`src/sv/pprr_pkg.sv`:
```
// Shared types and constants for the priority/round-robin scheduler.
// No dependencies; the files that use it refer to it by scoped names.
package pprr_pkg;

  localparam int LEVEL_W     = 8;
  localparam int SLICE_W     = 8;
  localparam int SLICE_RESET = 4;

  typedef enum logic [5:0] {
    S_IDLE   = 6'b000001,
    S_SCAN   = 6'b000010,
    S_DECIDE = 6'b000100,
    S_FREAD  = 6'b001000,
    S_EXEC   = 6'b010000,
    S_DONE   = 6'b100000
  } state_t;

  typedef struct packed {
    logic load;
    logic scan_start;
    logic scan_step;
    logic arrive;
    logic decide;
    logic fifo_load;
    logic exec;
    logic out_load;
  } cmd_t;

  typedef struct packed {
    logic is_tick;
    logic scan_done;
    logic need_fifo_read;
    logic out_free;
  } status_t;

endpackage

```
`src/sv/pprr_ifs.sv`:
```
// Valid/ready channel interfaces for the scheduler's input and result beats.
// Uses pprr_pkg for the fixed level width.
interface pprr_in_if #(
  parameter int ID_BITS     = 8,
  parameter int LENGTH_BITS = 16
);
  logic                         valid;
  logic                         ready;
  logic                         kind;
  logic [ID_BITS-1:0]           job_id;
  logic [LENGTH_BITS-1:0]       job_length;
  logic [pprr_pkg::LEVEL_W-1:0] job_level;

  modport source (output valid, kind, job_id, job_length, job_level, input ready);
  modport sink   (input valid, kind, job_id, job_length, job_level, output ready);
endinterface

interface pprr_out_if #(
  parameter int ID_BITS = 8
);
  logic               valid;
  logic               ready;
  logic               accepted;
  logic               ran_valid;
  logic [ID_BITS-1:0] ran_id;
  logic               finished;
  logic               requeued;

  modport source (output valid, accepted, ran_valid, ran_id, finished, requeued,
                  input ready);
  modport sink   (input valid, accepted, ran_valid, ran_id, finished, requeued,
                  output ready);
endinterface

```
`src/sv/pprr_ram.sv`:
```
// Generic single-write, single-read RAM with registered read data.
// No dependencies.
module pprr_ram #(
  parameter int WIDTH = 8,
  parameter int DEPTH = 16
) (
  input  logic                     clk,
  input  logic                     we,
  input  logic [$clog2(DEPTH)-1:0] waddr,
  input  logic [WIDTH-1:0]         wdata,
  input  logic                     re,
  input  logic [$clog2(DEPTH)-1:0] raddr,
  output logic [WIDTH-1:0]         rdata
);
  logic [WIDTH-1:0] mem [DEPTH];
  logic [WIDTH-1:0] rdata_r;

  always_ff @(posedge clk) begin
    if (we) begin
      mem[waddr] <= wdata;
    end
    if (re) begin
      rdata_r <= mem[raddr];
    end
  end

  assign rdata = rdata_r;
endmodule

```
`src/sv/pprr_ctrl.sv`:
```
// Scheduler sequencer: each beat enters scan; ticks also decide and execute.
// Depends on pprr_pkg for the state, command and status types.
module pprr_ctrl (
  input  logic                clk,
  input  logic                rst_n,
  input  logic                in_valid,
  output logic                in_ready,
  input  pprr_pkg::status_t   status,
  output pprr_pkg::cmd_t      cmd
);
  pprr_pkg::state_t state_r, state_nxt;

  always_ff @(posedge clk) begin
    if (!rst_n) begin
      state_r <= pprr_pkg::S_IDLE;
    end else begin
      state_r <= state_nxt;
    end
  end

  always_comb begin
    cmd       = '0;
    in_ready  = 1'b0;
    state_nxt = state_r;
    unique case (state_r)
      pprr_pkg::S_IDLE: begin
        in_ready = 1'b1;
        if (in_valid) begin
          cmd.load       = 1'b1;
          cmd.scan_start = 1'b1;
          state_nxt      = pprr_pkg::S_SCAN;
        end
      end
      pprr_pkg::S_SCAN: begin
        if (!status.is_tick) begin
          cmd.arrive = 1'b1;
          state_nxt  = pprr_pkg::S_DONE;
        end else if (status.scan_done) begin
          state_nxt = pprr_pkg::S_DECIDE;
        end else begin
          cmd.scan_step = 1'b1;
        end
      end
      pprr_pkg::S_DECIDE: begin
        cmd.decide = 1'b1;
        state_nxt  = status.need_fifo_read ? pprr_pkg::S_FREAD : pprr_pkg::S_EXEC;
      end
      pprr_pkg::S_FREAD: begin
        cmd.fifo_load = 1'b1;
        state_nxt     = pprr_pkg::S_EXEC;
      end
      pprr_pkg::S_EXEC: begin
        cmd.exec  = 1'b1;
        state_nxt = pprr_pkg::S_DONE;
      end
      pprr_pkg::S_DONE: begin
        if (status.out_free) begin
          cmd.out_load = 1'b1;
          state_nxt    = pprr_pkg::S_IDLE;
        end
      end
      default: begin
        state_nxt = pprr_pkg::S_IDLE;
      end
    endcase
  end
endmodule

```
`src/sv/pprr_dp.sv`:
```
// Datapath: job pool, round-robin FIFO, running-job registers and result beat.
// Depends on pprr_pkg and pprr_ram.
module pprr_dp #(
  parameter int MAX_JOBS    = 16,
  parameter int ID_BITS     = 8,
  parameter int LENGTH_BITS = 16
) (
  input  logic                          clk,
  input  logic                          rst_n,
  input  pprr_pkg::cmd_t                cmd,
  output pprr_pkg::status_t             status,
  input  logic                          in_kind,
  input  logic [ID_BITS-1:0]            in_job_id,
  input  logic [LENGTH_BITS-1:0]        in_job_length,
  input  logic [pprr_pkg::LEVEL_W-1:0]  in_job_level,
  input  logic                          cfg_we,
  input  logic [pprr_pkg::SLICE_W-1:0]  cfg_wdata,
  output logic                          out_valid,
  input  logic                          out_ready,
  output logic                          out_accepted,
  output logic                          out_ran_valid,
  output logic [ID_BITS-1:0]            out_ran_id,
  output logic                          out_finished,
  output logic                          out_requeued
);
  localparam int IDX_W  = $clog2(MAX_JOBS);
  localparam int CNT_W  = $clog2(MAX_JOBS + 1);
  localparam int LVL_W  = pprr_pkg::LEVEL_W;
  localparam int SL_W   = pprr_pkg::SLICE_W;
  localparam int POOL_W = ID_BITS + LVL_W + LENGTH_BITS;
  localparam int FIFO_W = ID_BITS + LENGTH_BITS;

  // configuration
  logic [SL_W-1:0] time_slice_r;

  // latched input beat
  logic                   kind_r;
  logic [ID_BITS-1:0]     id_r;
  logic [LENGTH_BITS-1:0] len_r;
  logic [LVL_W-1:0]       lvl_r;

  // pool bookkeeping
  logic [MAX_JOBS-1:0] pool_valid_r;
  logic [CNT_W-1:0]    pool_cnt_r;

  // scan
  logic [CNT_W-1:0]       scan_idx_r;
  logic                   pend_r;
  logic [IDX_W-1:0]       pidx_r;
  logic                   best_found_r;
  logic [IDX_W-1:0]       best_idx_r;
  logic [ID_BITS-1:0]     best_id_r;
  logic [LVL_W-1:0]       best_lvl_r;
  logic [LENGTH_BITS-1:0] best_left_r;

  // fifo pointers
  logic [IDX_W-1:0] fifo_head_r;
  logic [IDX_W-1:0] fifo_tail_r;
  logic [CNT_W-1:0] fifo_cnt_r;

  // running job
  logic                   run_busy_r;
  logic                   run_from_fifo_r;
  logic [ID_BITS-1:0]     run_id_r;
  logic [LVL_W-1:0]       run_level_r;
  logic [LENGTH_BITS-1:0] run_left_r;
  logic [SL_W-1:0]        slice_left_r;

  // result beat
  logic               res_accepted_r;
  logic               res_ran_valid_r;
  logic [ID_BITS-1:0] res_ran_id_r;
  logic               res_finished_r;
  logic               res_requeued_r;
  logic               out_valid_r;
  logic               out_accepted_r;
  logic               out_ran_valid_r;
  logic [ID_BITS-1:0] out_ran_id_r;
  logic               out_finished_r;
  logic               out_requeued_r;

  // ---------------- pool RAM ----------------
  logic                   pool_we;
  logic                   pool_re;
  logic [IDX_W-1:0]       free_slot;
  logic                   free_found;
  logic [POOL_W-1:0]      pool_rdata;
  logic [ID_BITS-1:0]     e_id;
  logic [LVL_W-1:0]       e_lvl;
  logic [LENGTH_BITS-1:0] e_left;
  logic [CNT_W:0]         used;
  logic                   arr_ok;
  logic                   better;

  always_comb begin
    free_found = 1'b0;
    free_slot  = '0;
    for (int k = MAX_JOBS - 1; k >= 0; k--) begin
      if (!pool_valid_r[k]) begin
        free_found = 1'b1;
        free_slot  = IDX_W'(k);
      end
    end
  end

  assign used   = (CNT_W + 1)'(fifo_cnt_r) + (CNT_W + 1)'(pool_cnt_r)
                + (CNT_W + 1)'(run_busy_r);
  assign arr_ok = (id_r != '0) && (len_r != '0) && free_found
                && (used < (CNT_W + 1)'(MAX_JOBS));
  assign pool_we = cmd.arrive && arr_ok;
  assign pool_re = cmd.scan_step && (scan_idx_r < CNT_W'(MAX_JOBS));

  pprr_ram #(.WIDTH(POOL_W), .DEPTH(MAX_JOBS)) u_pool_ram (
    .clk   (clk),
    .we    (pool_we),
    .waddr (free_slot),
    .wdata ({id_r, lvl_r, len_r}),
    .re    (pool_re),
    .raddr (scan_idx_r[IDX_W-1:0]),
    .rdata (pool_rdata)
  );

  assign {e_id, e_lvl, e_left} = pool_rdata;
  // strict compares keep the lower slot on a full tie
  assign better = pend_r && pool_valid_r[pidx_r]
                && (!best_found_r || (e_lvl < best_lvl_r)
                    || ((e_lvl == best_lvl_r) && (e_id < best_id_r)));

  // ---------------- decide / exec ----------------
  logic                   preempt;
  logic                   dispatch;
  logic                   fifo_pop;
  logic [LENGTH_BITS-1:0] left_dec;
  logic [SL_W-1:0]        slice_dec;
  logic                   exec_fin;
  logic                   exec_req;
  logic                   fifo_we;
  logic [FIFO_W-1:0]      fifo_wdata;
  logic [FIFO_W-1:0]      fifo_rdata;

  assign preempt  = run_busy_r && best_found_r && (run_from_fifo_r || (best_lvl_r < run_level_r));
  assign dispatch = cmd.decide && best_found_r && (!run_busy_r || preempt);
  assign fifo_pop = !run_busy_r && !best_found_r && (fifo_cnt_r != '0);

  assign left_dec  = run_left_r - LENGTH_BITS'(1);
  assign slice_dec = slice_left_r - SL_W'(1);
  assign exec_fin  = run_busy_r && (left_dec == '0);
  assign exec_req  = run_busy_r && !exec_fin && (slice_dec == '0);

  assign fifo_we    = ((cmd.decide && preempt) || (cmd.exec && exec_req))
                    && (fifo_cnt_r < CNT_W'(MAX_JOBS));
  assign fifo_wdata = cmd.exec ? {run_id_r, left_dec} : {run_id_r, run_left_r};

  pprr_ram #(.WIDTH(FIFO_W), .DEPTH(MAX_JOBS)) u_fifo_ram (
    .clk   (clk),
    .we    (fifo_we),
    .waddr (fifo_tail_r),
    .wdata (fifo_wdata),
    .re    (cmd.decide),
    .raddr (fifo_head_r),
    .rdata (fifo_rdata)
  );

  function automatic logic [IDX_W-1:0] ptr_inc(input logic [IDX_W-1:0] p);
    ptr_inc = (p == IDX_W'(MAX_JOBS - 1)) ? '0 : p + IDX_W'(1);
  endfunction

  // ---------------- registers ----------------
  always_ff @(posedge clk) begin
    if (cmd.load) begin
      kind_r <= in_kind;
      id_r   <= in_job_id;
      len_r  <= in_job_length;
      lvl_r  <= in_job_level;
    end
    if (better) begin
      best_idx_r  <= pidx_r;
      best_id_r   <= e_id;
      best_lvl_r  <= e_lvl;
      best_left_r <= e_left;
    end
    if (pool_re) begin
      pidx_r <= scan_idx_r[IDX_W-1:0];
    end
    if (cmd.arrive) begin
      res_accepted_r  <= arr_ok;
      res_ran_valid_r <= 1'b0;
      res_ran_id_r    <= '0;
      res_finished_r  <= 1'b0;
      res_requeued_r  <= 1'b0;
    end else if (cmd.exec) begin
      res_accepted_r  <= 1'b0;
      res_ran_valid_r <= run_busy_r;
      res_ran_id_r    <= run_busy_r ? run_id_r : '0;
      res_finished_r  <= exec_fin;
      res_requeued_r  <= exec_req;
    end
    if (cmd.out_load) begin
      out_accepted_r  <= res_accepted_r;
      out_ran_valid_r <= res_ran_valid_r;
      out_ran_id_r    <= res_ran_id_r;
      out_finished_r  <= res_finished_r;
      out_requeued_r  <= res_requeued_r;
    end
  end

  always_ff @(posedge clk) begin
    if (!rst_n) begin
      time_slice_r    <= SL_W'(pprr_pkg::SLICE_RESET);
      pool_valid_r    <= '0;
      pool_cnt_r      <= '0;
      scan_idx_r      <= '0;
      pend_r          <= 1'b0;
      best_found_r    <= 1'b0;
      fifo_head_r     <= '0;
      fifo_tail_r     <= '0;
      fifo_cnt_r      <= '0;
      run_busy_r      <= 1'b0;
      run_from_fifo_r <= 1'b0;
      run_id_r        <= '0;
      run_level_r     <= '1;
      run_left_r      <= '0;
      slice_left_r    <= SL_W'(pprr_pkg::SLICE_RESET);
      out_valid_r     <= 1'b0;
    end else begin
      if (cfg_we) begin
        time_slice_r <= cfg_wdata;
      end

      // scan sequencing
      if (cmd.scan_start) begin
        scan_idx_r   <= '0;
        pend_r       <= 1'b0;
        best_found_r <= 1'b0;
      end else begin
        pend_r <= pool_re;
        if (pool_re) begin
          scan_idx_r <= scan_idx_r + CNT_W'(1);
        end
        if (better) begin
          best_found_r <= 1'b1;
        end
      end

      // pool store
      if (pool_we) begin
        pool_valid_r[free_slot] <= 1'b1;
        pool_cnt_r              <= pool_cnt_r + CNT_W'(1);
      end else if (dispatch) begin
        pool_valid_r[best_idx_r] <= 1'b0;
        pool_cnt_r               <= pool_cnt_r - CNT_W'(1);
      end

      // fifo pointers: push and pop never share a cycle
      if (fifo_we) begin
        fifo_tail_r <= ptr_inc(fifo_tail_r);
        fifo_cnt_r  <= fifo_cnt_r + CNT_W'(1);
      end else if (cmd.fifo_load) begin
        fifo_head_r <= ptr_inc(fifo_head_r);
        fifo_cnt_r  <= fifo_cnt_r - CNT_W'(1);
      end

      // running job
      if (dispatch) begin
        run_busy_r      <= 1'b1;
        run_from_fifo_r <= 1'b0;
        run_id_r        <= best_id_r;
        run_level_r     <= best_lvl_r;
        run_left_r      <= best_left_r;
        slice_left_r    <= time_slice_r;
      end else if (cmd.fifo_load) begin
        run_busy_r                <= 1'b1;
        run_from_fifo_r           <= 1'b1;
        {run_id_r, run_left_r}    <= fifo_rdata;
        run_level_r               <= '1;
        slice_left_r              <= time_slice_r;
      end else if (cmd.exec && run_busy_r) begin
        slice_left_r <= exec_fin ? time_slice_r : slice_dec;
        if (exec_fin || exec_req) begin
          run_busy_r      <= 1'b0;
          run_from_fifo_r <= 1'b0;
          run_id_r        <= '0;
          run_level_r     <= '1;
          run_left_r      <= '0;
        end else begin
          run_left_r <= left_dec;
        end
      end

      // result register
      if (cmd.out_load) begin
        out_valid_r <= 1'b1;
      end else if (out_ready) begin
        out_valid_r <= 1'b0;
      end
    end
  end

  assign status.is_tick        = kind_r;
  assign status.scan_done      = (scan_idx_r == CNT_W'(MAX_JOBS)) && !pend_r;
  assign status.need_fifo_read = fifo_pop;
  assign status.out_free       = !out_valid_r || out_ready;

  assign out_valid     = out_valid_r;
  assign out_accepted  = out_accepted_r;
  assign out_ran_valid = out_ran_valid_r;
  assign out_ran_id    = out_ran_id_r;
  assign out_finished  = out_finished_r;
  assign out_requeued  = out_requeued_r;

  a_store_bound: assert property (@(posedge clk) disable iff (!rst_n)
    used <= (CNT_W + 1)'(MAX_JOBS))
    else $error("job store holds more than its capacity");

  a_fifo_empty_ptrs: assert property (@(posedge clk) disable iff (!rst_n)
    (fifo_cnt_r == '0) |-> (fifo_head_r == fifo_tail_r))
    else $error("empty fifo with head and tail apart");

  a_finish_xor_requeue: assert property (@(posedge clk) disable iff (!rst_n)
    cmd.exec |=> !(res_finished_r && res_requeued_r))
    else $error("tick reported both finished and requeued");

  a_dispatch_valid: assert property (@(posedge clk) disable iff (!rst_n)
    dispatch |-> pool_valid_r[best_idx_r])
    else $error("dispatch from an empty pool slot");
endmodule

```
`src/sv/priority_preempt_round_robin_scheduler_top.sv`:
```
// Top level of the preemptive priority scheduler with round-robin requeue.
// Depends on pprr_pkg, pprr_ifs, pprr_ctrl, pprr_dp and pprr_ram.
//
// Each input beat is a job arrival (kind 0) or one tick of execution (kind 1),
// and each produces exactly one result beat. A new beat is taken only after
// the previous result is loaded. An arrival is checked and stored in the scan
// state and loaded as a result from the done state. A tick scans the pool,
// decides, reads the round-robin FIFO when the job comes from it, executes and
// loads its result: the pool RAM is read one entry per cycle to find the most
// urgent waiting job (lowest level, then lowest id, then lowest slot) through
// its single read port.
// A running pool job is displaced only by a pool job of strictly lower
// level; a FIFO job is displaced by any pool job; displaced and slice-expired
// jobs go to the FIFO tail. The next beat is accepted while a finished
// result still waits in the output register. Write time_slice through
// cfg_we/cfg_wdata only while the block is idle; a value of 0 grants 256
// ticks. Job ids and lengths of zero are rejected.
module priority_preempt_round_robin_scheduler_top #(
  parameter int MAX_JOBS    = 16,
  parameter int ID_BITS     = 8,
  parameter int LENGTH_BITS = 16
) (
  input  logic                         clk,
  input  logic                         rst_n,
  pprr_in_if.sink                      in_beat,
  pprr_out_if.source                   out_beat,
  input  logic                         cfg_we,
  input  logic [pprr_pkg::SLICE_W-1:0] cfg_wdata
);
  pprr_pkg::cmd_t    cmd;
  pprr_pkg::status_t status;

  // sequence each beat: scan, then for a tick decide, fetch, execute, and hand off
  pprr_ctrl u_ctrl (
    .clk      (clk),
    .rst_n    (rst_n),
    .in_valid (in_beat.valid),
    .in_ready (in_beat.ready),
    .status   (status),
    .cmd      (cmd)
  );

  // hold pool, FIFO, running job and the result register
  pprr_dp #(
    .MAX_JOBS    (MAX_JOBS),
    .ID_BITS     (ID_BITS),
    .LENGTH_BITS (LENGTH_BITS)
  ) u_dp (
    .clk           (clk),
    .rst_n         (rst_n),
    .cmd           (cmd),
    .status        (status),
    .in_kind       (in_beat.kind),
    .in_job_id     (in_beat.job_id),
    .in_job_length (in_beat.job_length),
    .in_job_level  (in_beat.job_level),
    .cfg_we        (cfg_we),
    .cfg_wdata     (cfg_wdata),
    .out_valid     (out_beat.valid),
    .out_ready     (out_beat.ready),
    .out_accepted  (out_beat.accepted),
    .out_ran_valid (out_beat.ran_valid),
    .out_ran_id    (out_beat.ran_id),
    .out_finished  (out_beat.finished),
    .out_requeued  (out_beat.requeued)
  );
endmodule

```
`src/flat_wrapper.sv`:
```
// flat-port wrapper written by rule: the top's interface ports become plain ports
module priority_preempt_round_robin_scheduler_top_flat 
#(
  parameter int MAX_JOBS    = 16,
  parameter int ID_BITS     = 8,
  parameter int LENGTH_BITS = 16
)
  (clk, rst_n, cfg_we, cfg_wdata, in_beat_valid, in_beat_kind, in_beat_job_id, in_beat_job_length, in_beat_job_level, in_beat_ready, out_beat_valid, out_beat_accepted, out_beat_ran_valid, out_beat_ran_id, out_beat_finished, out_beat_requeued, out_beat_ready);
  pprr_in_if #(.ID_BITS(ID_BITS), .LENGTH_BITS(LENGTH_BITS)) in_beat_i ();
  pprr_out_if #(.ID_BITS(ID_BITS)) out_beat_i ();
  input  logic clk;
  input  logic rst_n;
  input  logic cfg_we;
  input  logic [pprr_pkg::SLICE_W-1:0] cfg_wdata;
  input wire logic [$bits(in_beat_i.valid)-1:0] in_beat_valid;
  input wire logic [$bits(in_beat_i.kind)-1:0] in_beat_kind;
  input wire logic [$bits(in_beat_i.job_id)-1:0] in_beat_job_id;
  input wire logic [$bits(in_beat_i.job_length)-1:0] in_beat_job_length;
  input wire logic [$bits(in_beat_i.job_level)-1:0] in_beat_job_level;
  output wire logic [$bits(in_beat_i.ready)-1:0] in_beat_ready;
  output wire logic [$bits(out_beat_i.valid)-1:0] out_beat_valid;
  output wire logic [$bits(out_beat_i.accepted)-1:0] out_beat_accepted;
  output wire logic [$bits(out_beat_i.ran_valid)-1:0] out_beat_ran_valid;
  output wire logic [$bits(out_beat_i.ran_id)-1:0] out_beat_ran_id;
  output wire logic [$bits(out_beat_i.finished)-1:0] out_beat_finished;
  output wire logic [$bits(out_beat_i.requeued)-1:0] out_beat_requeued;
  input wire logic [$bits(out_beat_i.ready)-1:0] out_beat_ready;
  assign in_beat_i.valid = in_beat_valid;
  assign in_beat_i.kind = in_beat_kind;
  assign in_beat_i.job_id = in_beat_job_id;
  assign in_beat_i.job_length = in_beat_job_length;
  assign in_beat_i.job_level = in_beat_job_level;
  assign in_beat_ready = in_beat_i.ready;
  assign out_beat_valid = out_beat_i.valid;
  assign out_beat_accepted = out_beat_i.accepted;
  assign out_beat_ran_valid = out_beat_i.ran_valid;
  assign out_beat_ran_id = out_beat_i.ran_id;
  assign out_beat_finished = out_beat_i.finished;
  assign out_beat_requeued = out_beat_i.requeued;
  assign out_beat_i.ready = out_beat_ready;
  priority_preempt_round_robin_scheduler_top #(.MAX_JOBS(MAX_JOBS), .ID_BITS(ID_BITS), .LENGTH_BITS(LENGTH_BITS)) u_core (.clk(clk), .rst_n(rst_n), .in_beat(in_beat_i), .out_beat(out_beat_i), .cfg_we(cfg_we), .cfg_wdata(cfg_wdata));
endmodule
```
`config.mk`:
```
export PLATFORM = sky130hd
export DESIGN_NAME = priority_preempt_round_robin_scheduler_top_flat
export DESIGN_NICKNAME = d
export VERILOG_FILES = /design/src/sv/pprr_pkg.sv /design/src/sv/pprr_ifs.sv /design/src/sv/pprr_ram.sv /design/src/sv/pprr_ctrl.sv /design/src/sv/pprr_dp.sv /design/src/sv/priority_preempt_round_robin_scheduler_top.sv /design/src/flat_wrapper.sv
export SDC_FILE = /design/constraint.sdc
export NUM_CORES = 1
export LEC_CHECK = 0
export BUFFER_PORTS_ARGS = -buffer_cell sky130_fd_sc_hd__buf_2
export CAP_MARGIN = 20
export CORE_AREA = 2 2 428 430
export DETAILED_ROUTE_END_ITERATION = 6
export DIE_AREA = 0 0 430 432
export GPL_TIMING_DRIVEN = 0
export PLACE_DENSITY = 0.44
export SETUP_SLACK_MARGIN = 0.05
export SLEW_MARGIN = 30
export SYNTH_ARGS = -nofsm -noshare
export SYNTH_HDL_FRONTEND = slang
export SYNTH_SLANG_ARGS = --single-unit
export TNS_END_PERCENT = 50
```
`constraint.sdc`:
```
create_clock -name clk -period 11.45 [get_ports clk]
set_clock_uncertainty 0.1 [all_clocks]
set_input_delay 1.7175 -clock clk [delete_from_list [all_inputs] [get_ports clk]]
set_output_delay 1.7175 -clock clk [all_outputs]
set_load 0.005 [all_outputs]
```
==> impl_metrics.yaml, run 1 <==
timing:
  grt_setup_unrepaired: "false"
  timing.final.crit_share: 0.405
  setup_viol: 0
  max_slew_margin: 0.338
  hold_viol: 0
  min_period_ps: 4630
  whs_ps: 317
  tightest_slew_ps: 992
  fmax_mhz: 216
  worst_slack_ps: 6820
  slew_viol_final: 0
  setup_tns_ps: 0
synth:
  synth.area.mux_share: 0.145
  syn_area_per_cell_um2: 19.6
  syn_area_um2: 45100
  synth-seq-cells: 1147
  synth_top_family_by_area: "multiplexers"
  synth_xor_area_frac: 0.00757
  async_flop_share: 0
  yosys_most_used_dff: "edfxtp_1"
  synth_fa_ha_area_frac: 0.0131
  ys_seq_area_frac: 0.740
  syn-num-nets: 2397
  synth.distinct_cells: 78
  synth-edff-count: 1038
  synth_compound_area_frac: 0.0336
  syn_inst: 2305
  synth_simple_gate_area_frac: 0.0448
  yosys-top-cells-area: "edfxtp_1, mux4_2, dfxtp_1"
  yosysTopAreaCell: "edfxtp_1"
  yosysTopAreaCellShare: 0.691
  ys_warn_count: 0
global_route:
  grt_pass1_wl_um: 173000
  grtUsageTotal: 0.128
  overflow: 0
  first_global_vias: 24100
  antenna_found_initial: 11
  grt_max_degree: 28
clocking:
  clkTransAtPathRegs_ps: 70
  h-tree-depth: 3
  clockBufferDepth: 3
  postCtsSetupRepairBufs: 0
  cts_buffers: 121
  clockRootBuffer: "clkbuf_16"
  clk-insertion-delay-late_ps: 740
  clock_sinks: 1147
  cts_resized: 0
  cts_tree: "done"
  ctsHoldBuffers: 0
final_layout:
  finalInstanceArea_um2: 54100
  fillCellCount: 17500
  regArea_um2: 33400
  nNetsFinal: 2632
  layout-drive-gt1-share: 0.267
  layout_commonest_cell: "edfxtp_1"
  multi_input_area_um2: 11300
  final_cell_mix: "edfxtp_1, mux4_2, clkbuf_16"
  syn_to_final_growth_pct: 20.0
routing:
  num_vias: 22900
  drtIter0Drc: 2000
  drt_pre_antenna_iters: 5
  drt-total-wl_um: 120000
  drcViolationCount: 0
  post_drt_wl_per_cell_um: 23.9
  drtAntennaViolNets: 0
  via_per_inst: 4.56
worst_setup_path:
  crit_required_ps: 11970
  worstSetupStartpoint: "u_core.u_dp.run_left_r[0]"
  reg2reg_from: "u_core.u_dp.run_left_r[0]"
  cp-start-kind: "flop"
  cp_max_fo: 10
  end_kind: "flop"
  worstPathArrival_ps: 5150
  worstSetupPathType: "flop to flop"
power_and_ir_drop:
  ir_worst_vdd_mv: 0.107
  switchingPower_mw: 1.78
  p_leak_nw: 16.8
  switching_share: 0.201
  p_per_area_nw_per_um2: 163
  clockPowerShare: 0.467
  seq_power_share: 0.522
  total_power_mw: 8.85
  power_frac_comb: 0.011
  p_int_mw: 7.07
hold_path:
  hp-start: "u_core.u_dp.u_pool_ram.rdata[0]"
  hp-class: "flop to flop"
run:
  max_cap_violations: 0
place:
  dp_slack_ps: 6950
  gp_congestion: 0.811
  place_hpwl_um: 80800
  placement.io_buffers: 57
  place_area_um2: 49900
die:
  die_w_um: 430
  num_io_pins: 60
  initial_utilization: 0.248
  fp.dieH_um: 432
  die_area_um2: 186000
  num_rows: 157
  core_um2: 182000
status:
  outcome: "complete, no violations"
-- worst max-delay path, cell delays in order (launching register included) --
cell,delay (ps)
dfxtp_1,530
inv_1,180
ha_1,250
clkbuf_1,250
o21bai_1,290
a311o_1,420
a311oi_1,360
and4_4,320
o31a_1,270
nor2_2,120
buf_2,220
fa_1,420
inv_1,70
a21o_1,110
a21oi_1,80
and2_1,170
nor2_1,70
o21ai_0,80
and3_1,180
-- layer usage --
| metal | wire [um] | share of wire | global-route usage | up-vias |
|---|---|---|---|---|
| li1 | - | - | - | 9990 |
| met1 | 51000 | 0.42 | 0.163 | 12200 |
| met2 | 61200 | 0.51 | 0.226 | 578 |
| met3 | 4520 | 0.038 | 0.0181 | 195 |
| met4 | 3580 | 0.030 | 0.0382 | 2 |
| met5 | 13 | 0.00011 | 0 | - |
-- cells by family after synthesis --
group           Yosys count
compound gates          226
xor+xnor                 39
fa+ha+maj                46
buf+inv                 179
flops                  1147
mux                     299
simple gates            369
-- synth_stat cells (6+ instances only) --
cell type and n:
a31oi_1 9, clkbuf_1 79, a21oi_1 61, a211oi_1 6, a22o_1 8, xor2_1 15
edfxtp_1 1038, and3_1 24, dfxtp_1 109, nand2_1 72, nand2b_1 8, mux4_2 285
nor2_1 73, ha_1 44, buf_1 28, buf_2 9, o211ai_1 17, xnor2_1 24
nand3b_1 9, and2_1 8, nor2b_1 8, a21o_1 12, nand3_1 50, and4_1 7
or3_1 21, inv_1 56, mux2i_1 14, o21ai_0 44, a22oi_1 9, nor4_1 18
nand4_1 14, nor3_1 25
-- path summary, 6_finish.rpt --
path	endpoint	slack (ps)	cells after the start
worst min-delay path	u_core.u_dp.best_left_r[0]	320	0
worst max-delay path	u_core.u_dp.fifo_cnt_r[4]	6820	18
worst max register to register	u_core.u_dp.fifo_cnt_r[4]	6820	18
worst min register to register	u_core.u_dp.best_left_r[0]	320	0
-- metrics by stage --
step | instances | utilization
2_1_floorplan | 2305 | -
3_3_place_gp | 4747 | 0.266
3_5_place_dp | 4801 | 0.274
4_1_cts | 5031 | 0.298
5_1_grt | 5032 | 0.298
6_report | 5033 | 0.298
-- sequential cells by signal, summed over array words and instances, names as in the netlist, 16 cells and up --
register and count:
u_core.u_dp.u_fifo_ram.rdata 24, u_core.u_dp.best_left_r 16, u_core.u_dp.u_pool_ram.mem 512, u_core.u_dp.run_left_r 16, u_core.u_dp.u_pool_ram.rdata 32, u_core.u_dp.len_r 16
u_core.u_dp.u_fifo_ram.mem 384, u_core.u_dp.pool_valid_r 16
-- cell type report --
class	count	area share
Multi-Input combinational cell	979	0.208
Tap cell	2385	0.0551
Clock inverter	92	0.0193
Timing Repair Buffer	112	0.0284
Buffer	122	0.00985
Inverter	57	0.00400
Sequential cell	1147	0.616
Antenna cell	1	0.0000462
Clock buffer	138	0.0587
-- power by group through the flow --
| stage | clock (mW) | sequential (mW) | combinational (mW) |
|---|---|---|---|
| 2_1_floorplan | 0 | 4.69 | 0.0530 |
| 3_3_place_gp | 0 | 4.71 | 0.0935 |
| 3_5_place_dp | 0 | 4.71 | 0.101 |
| 4_1_cts | 4.23 | 4.62 | 0.102 |
| 5_1_grt | 4.39 | 4.62 | 0.106 |
| 6_report | 4.13 | 4.62 | 0.0973 |
Note: power is estimated with default switching activity, not from simulation.
==> inputs of run 2 (changes only) <==
==> constraint.sdc (replaced) <==
create_clock -name clk -period 4.45 [get_ports clk]
set_clock_uncertainty 0.1 [all_clocks]
set_input_delay 0.6675 -clock clk [delete_from_list [all_inputs] [get_ports clk]]
set_output_delay 0.6675 -clock clk [all_outputs]
set_load 0.005 [all_outputs]
==> impl_metrics.yaml, run 2 (synthesis gave the netlist of run 1 again) <==
clocking:
  cts_buffers: 121
  clockRootBuffer: "clkbuf_16"
  h-tree-depth: 3
  clock_sinks: 1147
  clockBufferDepth: 3
  clkTransAtPathRegs_ps: 70
  cts_tree: "done"
  clk-insertion-delay-late_ps: 740
timing:
  setup_tns_ps: 0
  setup_viol: 0
  grt_setup_unrepaired: "true"
  max_slew_margin: 0.329
  worst_slack_ps: 249
  fmax_mhz: 238
  slew_viol_final: 0
  min_period_ps: 4200
  tightest_slew_ps: 1010
  timing.final.crit_share: 0.944
  hold_viol: 0
hold_path:
  worstHoldPathCells: 1
  hp-class: "input port to flop"
global_route:
  first_global_vias: 24200
  antenna_found_initial: 10
  grt_max_degree: 28
  grtUsageTotal: 0.128
  grt_pass1_wl_um: 173000
  overflow: 0
place:
  gp_congestion: 0.811
  placement.io_buffers: 57
  place_area_um2: 49900
  dp_slack_ps: -49.9
  place_hpwl_um: 80800
routing:
  drt-total-wl_um: 120000
  drtAntennaViolNets: 0
  drt_pre_antenna_iters: 7
  drcViolationCount: 0
  num_vias: 23000
  via_per_inst: 4.56
  post_drt_wl_per_cell_um: 23.8
  drtIter0Drc: 1902
final_layout:
  final_cell_mix: "edfxtp_1, mux4_2, clkbuf_16"
  final_util: 0.299
  layout_commonest_cell: "edfxtp_1"
  layout-drive-gt1-share: 0.267
  largest_reg_flops: 512
  finalInstanceArea_um2: 54400
  nNetsFinal: 2658
  syn_to_final_growth_pct: 20.7
  insertedDiodeCount: 0
  largest-register: "u_core.u_dp.u_pool_ram.mem"
power_and_ir_drop:
  ir_worst_vdd_mv: 0.275
  total_power_mw: 22.8
  p_leak_nw: 17.2
  p_per_area_nw_per_um2: 419
die:
  die_w_um: 430
  fp.dieH_um: 432
  die_area_um2: 186000
  num_io_pins: 60
  initial_utilization: 0.248
  core_um2: 182000
  num_rows: 157
worst_setup_path:
  crit_required_ps: 4970
  cp_max_fo: 10
  worstSetupPathType: "flop to flop"
  cp-start-kind: "flop"
  worstPathArrival_ps: 4720
  r2r.worst_path.cells: 18
  end_kind: "flop"
status:
  outcome: "complete, no violations"
run:
  max_cap_violations: 0
-- run 2: cell types whose count changed in the layout (fill, tap and decap cells not counted), moves of 2 or more --
cell	previous run	this run
dlygate4sd3_1	0	25
buf_4	5	7
clkbuf_1	86	84
dfxtp_1	109	107
-- run 2: final cells by class --
cell class / count / area, um^2
inverter: 57 / 216
sequential: 1147 / 33400
buffer: 121 / 531
timing repair buffer: 139 / 1800
clock inverter: 92 / 1050
multi-input combinational: 979 / 11300
tap: 2385 / 2980
clock buffer: 138 / 3180
fill: 17500 / 127000
-- run 2: worst paths after layout --
kind | from | to | slack (ps)
worst max-delay path | u_core.u_dp.run_left_r[0] | u_core.u_dp.fifo_cnt_r[4] | 250
worst min-delay path | in_beat_job_length[0] | u_core.u_dp.len_r[0] | 40
worst max register to register | u_core.u_dp.run_left_r[0] | u_core.u_dp.fifo_cnt_r[4] | 250
worst min register to register | u_core.u_dp.u_pool_ram.rdata[1] | u_core.u_dp.best_left_r[1] | 320
-- run 2: layer usage --
| layer | vias up | global-route usage | routed length [um] | part of all wire |
|---|---|---|---|---|
| li1 | 10000 | - | - | - |
| met1 | 12300 | 0.163 | 51200 | 0.43 |
| met2 | 549 | 0.226 | 61200 | 0.51 |
| met3 | 204 | 0.0179 | 4210 | 0.035 |
| met4 | 0 | 0.0382 | 3610 | 0.030 |
| met5 | - | 0 | 0 | 0 |
-- run 2: what timing repair did --
| item | CTS | global route |
|---|---|---|
| resized for setup | 1 | 6 |
| setup endpoints to repair | 1 | 53 |
| pin swaps | 0 | 1 |
| setup buffers | 0 | 2 |
| hold buffers | 25 | 0 |
| hold endpoints to repair | 25 | 0 |
-- run 2: where the power goes --
part	leakage (nW)	total [mW]	switching, mW	internal [mW]
clock	2.04	10.6	4.30	6.33
combinational	4.99	0.267	0.155	0.112
sequential	10.2	11.9	0.124	11.8
-- run 2: through the flow --
| step | instances | hold slack [ps] |
|---|---|---|
| 3_5_place_dp | 4801 | 305 |
| 4_1_cts | 5055 | 4.64 |
| 5_1_grt | 5058 | 3.76 |
| 2_1_floorplan | 2305 | 300 |
| 6_report | 5058 | 41.9 |
| 3_3_place_gp | 4747 | 309 |
-- run 2: worst max-delay path, stage by stage, from the launching register on --
cell	delay (ps)
dfxtp_4	410
inv_1	110
ha_1	230
clkbuf_2	210
o21bai_1	230
a311o_1	410
a311oi_2	300
and4_4	300
o31a_1	260
nor2_2	120
buf_2	220
fa_1	420
inv_1	70
a21o_1	110
a21oi_1	80
and2_1	170
nor2_1	70
o21ai_0	80
and3_1	180
==> inputs of run 3 (changes only) <==
--- a/config.mk
+++ b/config.mk
@@ -7,11 +7,11 @@
 export LEC_CHECK = 0
 export BUFFER_PORTS_ARGS = -buffer_cell sky130_fd_sc_hd__buf_2
 export CAP_MARGIN = 20
-export CORE_AREA = 2 2 428 430
+export CORE_AREA = 2 2 304 306
 export DETAILED_ROUTE_END_ITERATION = 6
-export DIE_AREA = 0 0 430 432
+export DIE_AREA = 0 0 306 308
 export GPL_TIMING_DRIVEN = 0
-export PLACE_DENSITY = 0.44
+export PLACE_DENSITY = 0.71
 export SETUP_SLACK_MARGIN = 0.05
 export SLEW_MARGIN = 30
 export SYNTH_ARGS = -nofsm -noshare
==> impl_metrics.yaml, run 3 (synthesis gave the netlist of run 1 again) <==
die:
  die_area_um2: 94200
  fp.dieH_um: 308
  num_io_pins: 60
  num_rows: 111
  initial_utilization: 0.496
  core_um2: 91000
  die_w_um: 306
power_and_ir_drop:
  ir_worst_vdd_mv: 0.361
  p_leak_nw: 16.8
  total_power_mw: 21.7
  p_per_area_nw_per_um2: 418
final_layout:
  insertedDiodeCount: 0
  syn_to_final_growth_pct: 15.3
  final_util: 0.572
  largest_reg_flops: 512
  nNetsFinal: 2616
  largest-register: "u_core.u_dp.u_pool_ram.mem"
  final_cell_mix: "edfxtp_1, mux4_2, clkbuf_16"
  layout-drive-gt1-share: 0.260
  layout_commonest_cell: "edfxtp_1"
clocking:
  cts_tree: "done"
  clkTransAtPathRegs_ps: 60
  clockRootBuffer: "clkbuf_16"
  clk-insertion-delay-late_ps: 690
  clock_sinks: 1147
  h-tree-depth: 3
  cts_buffers: 110
  clockBufferDepth: 3
routing:
  drt-total-wl_um: 107000
  num_vias: 23500
  drcViolationCount: 0
  drt_pre_antenna_iters: 6
  drtIter0Drc: 3119
  via_per_inst: 6.18
  drtAntennaViolNets: 0
  post_drt_wl_per_cell_um: 28.1
global_route:
  grt_max_degree: 34
  overflow: 0
  antenna_found_initial: 4
  grt_pass1_wl_um: 158000
  first_global_vias: 23900
  grtUsageTotal: 0.229
hold_path:
  hp-class: "input port to flop"
  hp-start: "in_beat_job_length[14]"
  worstHoldPathCells: 1
  min_to: "u_core.u_dp.len_r[14]"
timing:
  timing.final.crit_share: 0.945
  whs_ps: 52.4
  hold_viol: 0
  setup_tns_ps: 0
  worst_slack_ps: 247
  slew_viol_final: 0
  tightest_slew_ps: 955
  setup_viol: 0
  max_slew_margin: 0.363
  min_period_ps: 4200
  fmax_mhz: 238
  grt_setup_unrepaired: "false"
worst_setup_path:
  reg2reg_from: "u_core.u_dp.run_left_r[0]"
  crit_required_ps: 4930
  cp_max_fo: 10
  end_kind: "flop"
  worstSetupPathType: "flop to flop"
  worstPathArrival_ps: 4690
  cp-start-kind: "flop"
  regToRegSetupSlack_ps: 250
  r2r.worst_path.cells: 18
  r2r-end: "u_core.u_dp.fifo_cnt_r[4]"
place:
  gp_congestion: 0.903
  placement.io_buffers: 57
  place_hpwl_um: 67900
  dp_slack_ps: 0.0342
run:
  max_cap_violations: 0
status:
  outcome: "complete, no violations"
==> run 3: cell types whose count changed in the layout (fill, tap and decap cells not counted), sizes merged, moves of 4 or more <==
cell	change
dlygate4sd3	-25
clkinv	-19
clkbuf	-7
inv	+5
bufinv	-4
clkinvlp	-4
==> run 3: how the worst max path moves through the flow <==
stage | startpoint | end
after global placement | u_core.u_dp.id_r[0] | u_core.u_dp.u_pool_ram.mem[9][22]
after floorplan | u_core.u_ctrl.state_r[3] | u_core.u_dp.scan_idx_r[3]
after CTS | u_core.u_dp.run_left_r[1] | u_core.u_dp.fifo_cnt_r[4]
after detailed placement | u_core.u_dp.run_left_r[1] | u_core.u_dp.fifo_cnt_r[4]
final | u_core.u_dp.run_left_r[0] | u_core.u_dp.fifo_cnt_r[4]
after global routing | u_core.u_dp.run_left_r[0] | u_core.u_dp.fifo_cnt_r[4]
==> run 3: cell type report <==
type	instances	area, um^2
clock buffer	134	2880
inverter	57	216
buffer	121	529
sequential	1147	33400
tap	1186	1480
clock inverter	70	843
timing repair buffer	108	1420
fill	6565	39000
multi-input combinational	979	11300
==> run 3: report_power, final <==
group | internal (mW) | switching, mW | total (mW)
registers | 11.8 | 0.121 | 11.9
logic | 0.0979 | 0.140 | 0.238
clock network | 5.62 | 4.00 | 9.62
==> run 3: metal layers <==
layer	track usage	routed length, um	up-vias
li1	-	-	9907
met1	0.314	42600	12300
met2	0.389	54200	1079
met3	0.0334	7290	180
met4	0.0630	2680	2
met5	0	13	-
==> run 3: metrics by stage <==
step | cells | cell area (um^2)
detailed placement | 3594 | 48200
global placement | 3548 | 46900
finish | 3802 | 52000
global route | 3802 | 52000
CTS | 3797 | 51900
floorplan | 2305 | 45100
==> run 3: critical path, cell delays in order (launching register included) <==
cell	delay, ps
dfxtp_2	420
inv_1	130
ha_1	240
buf_2	200
o21bai_1	200
a311o_1	390
a311oi_2	320
and4_4	320
o31a_1	260
nor2_2	110
buf_2	210
fa_1	420
inv_1	70
a21o_1	120
a21oi_1	80
and2_1	170
nor2_1	70
o21ai_0	80
and3_1	190
==> run 3: timing repair <==
action                                  4_1_cts  5_1_grt
buffers inserted                              0        5
hold buffers                                  0        0
endpoints found under the setup margin        1        2
resized for setup                             1        5
pin swaps                                     0        4
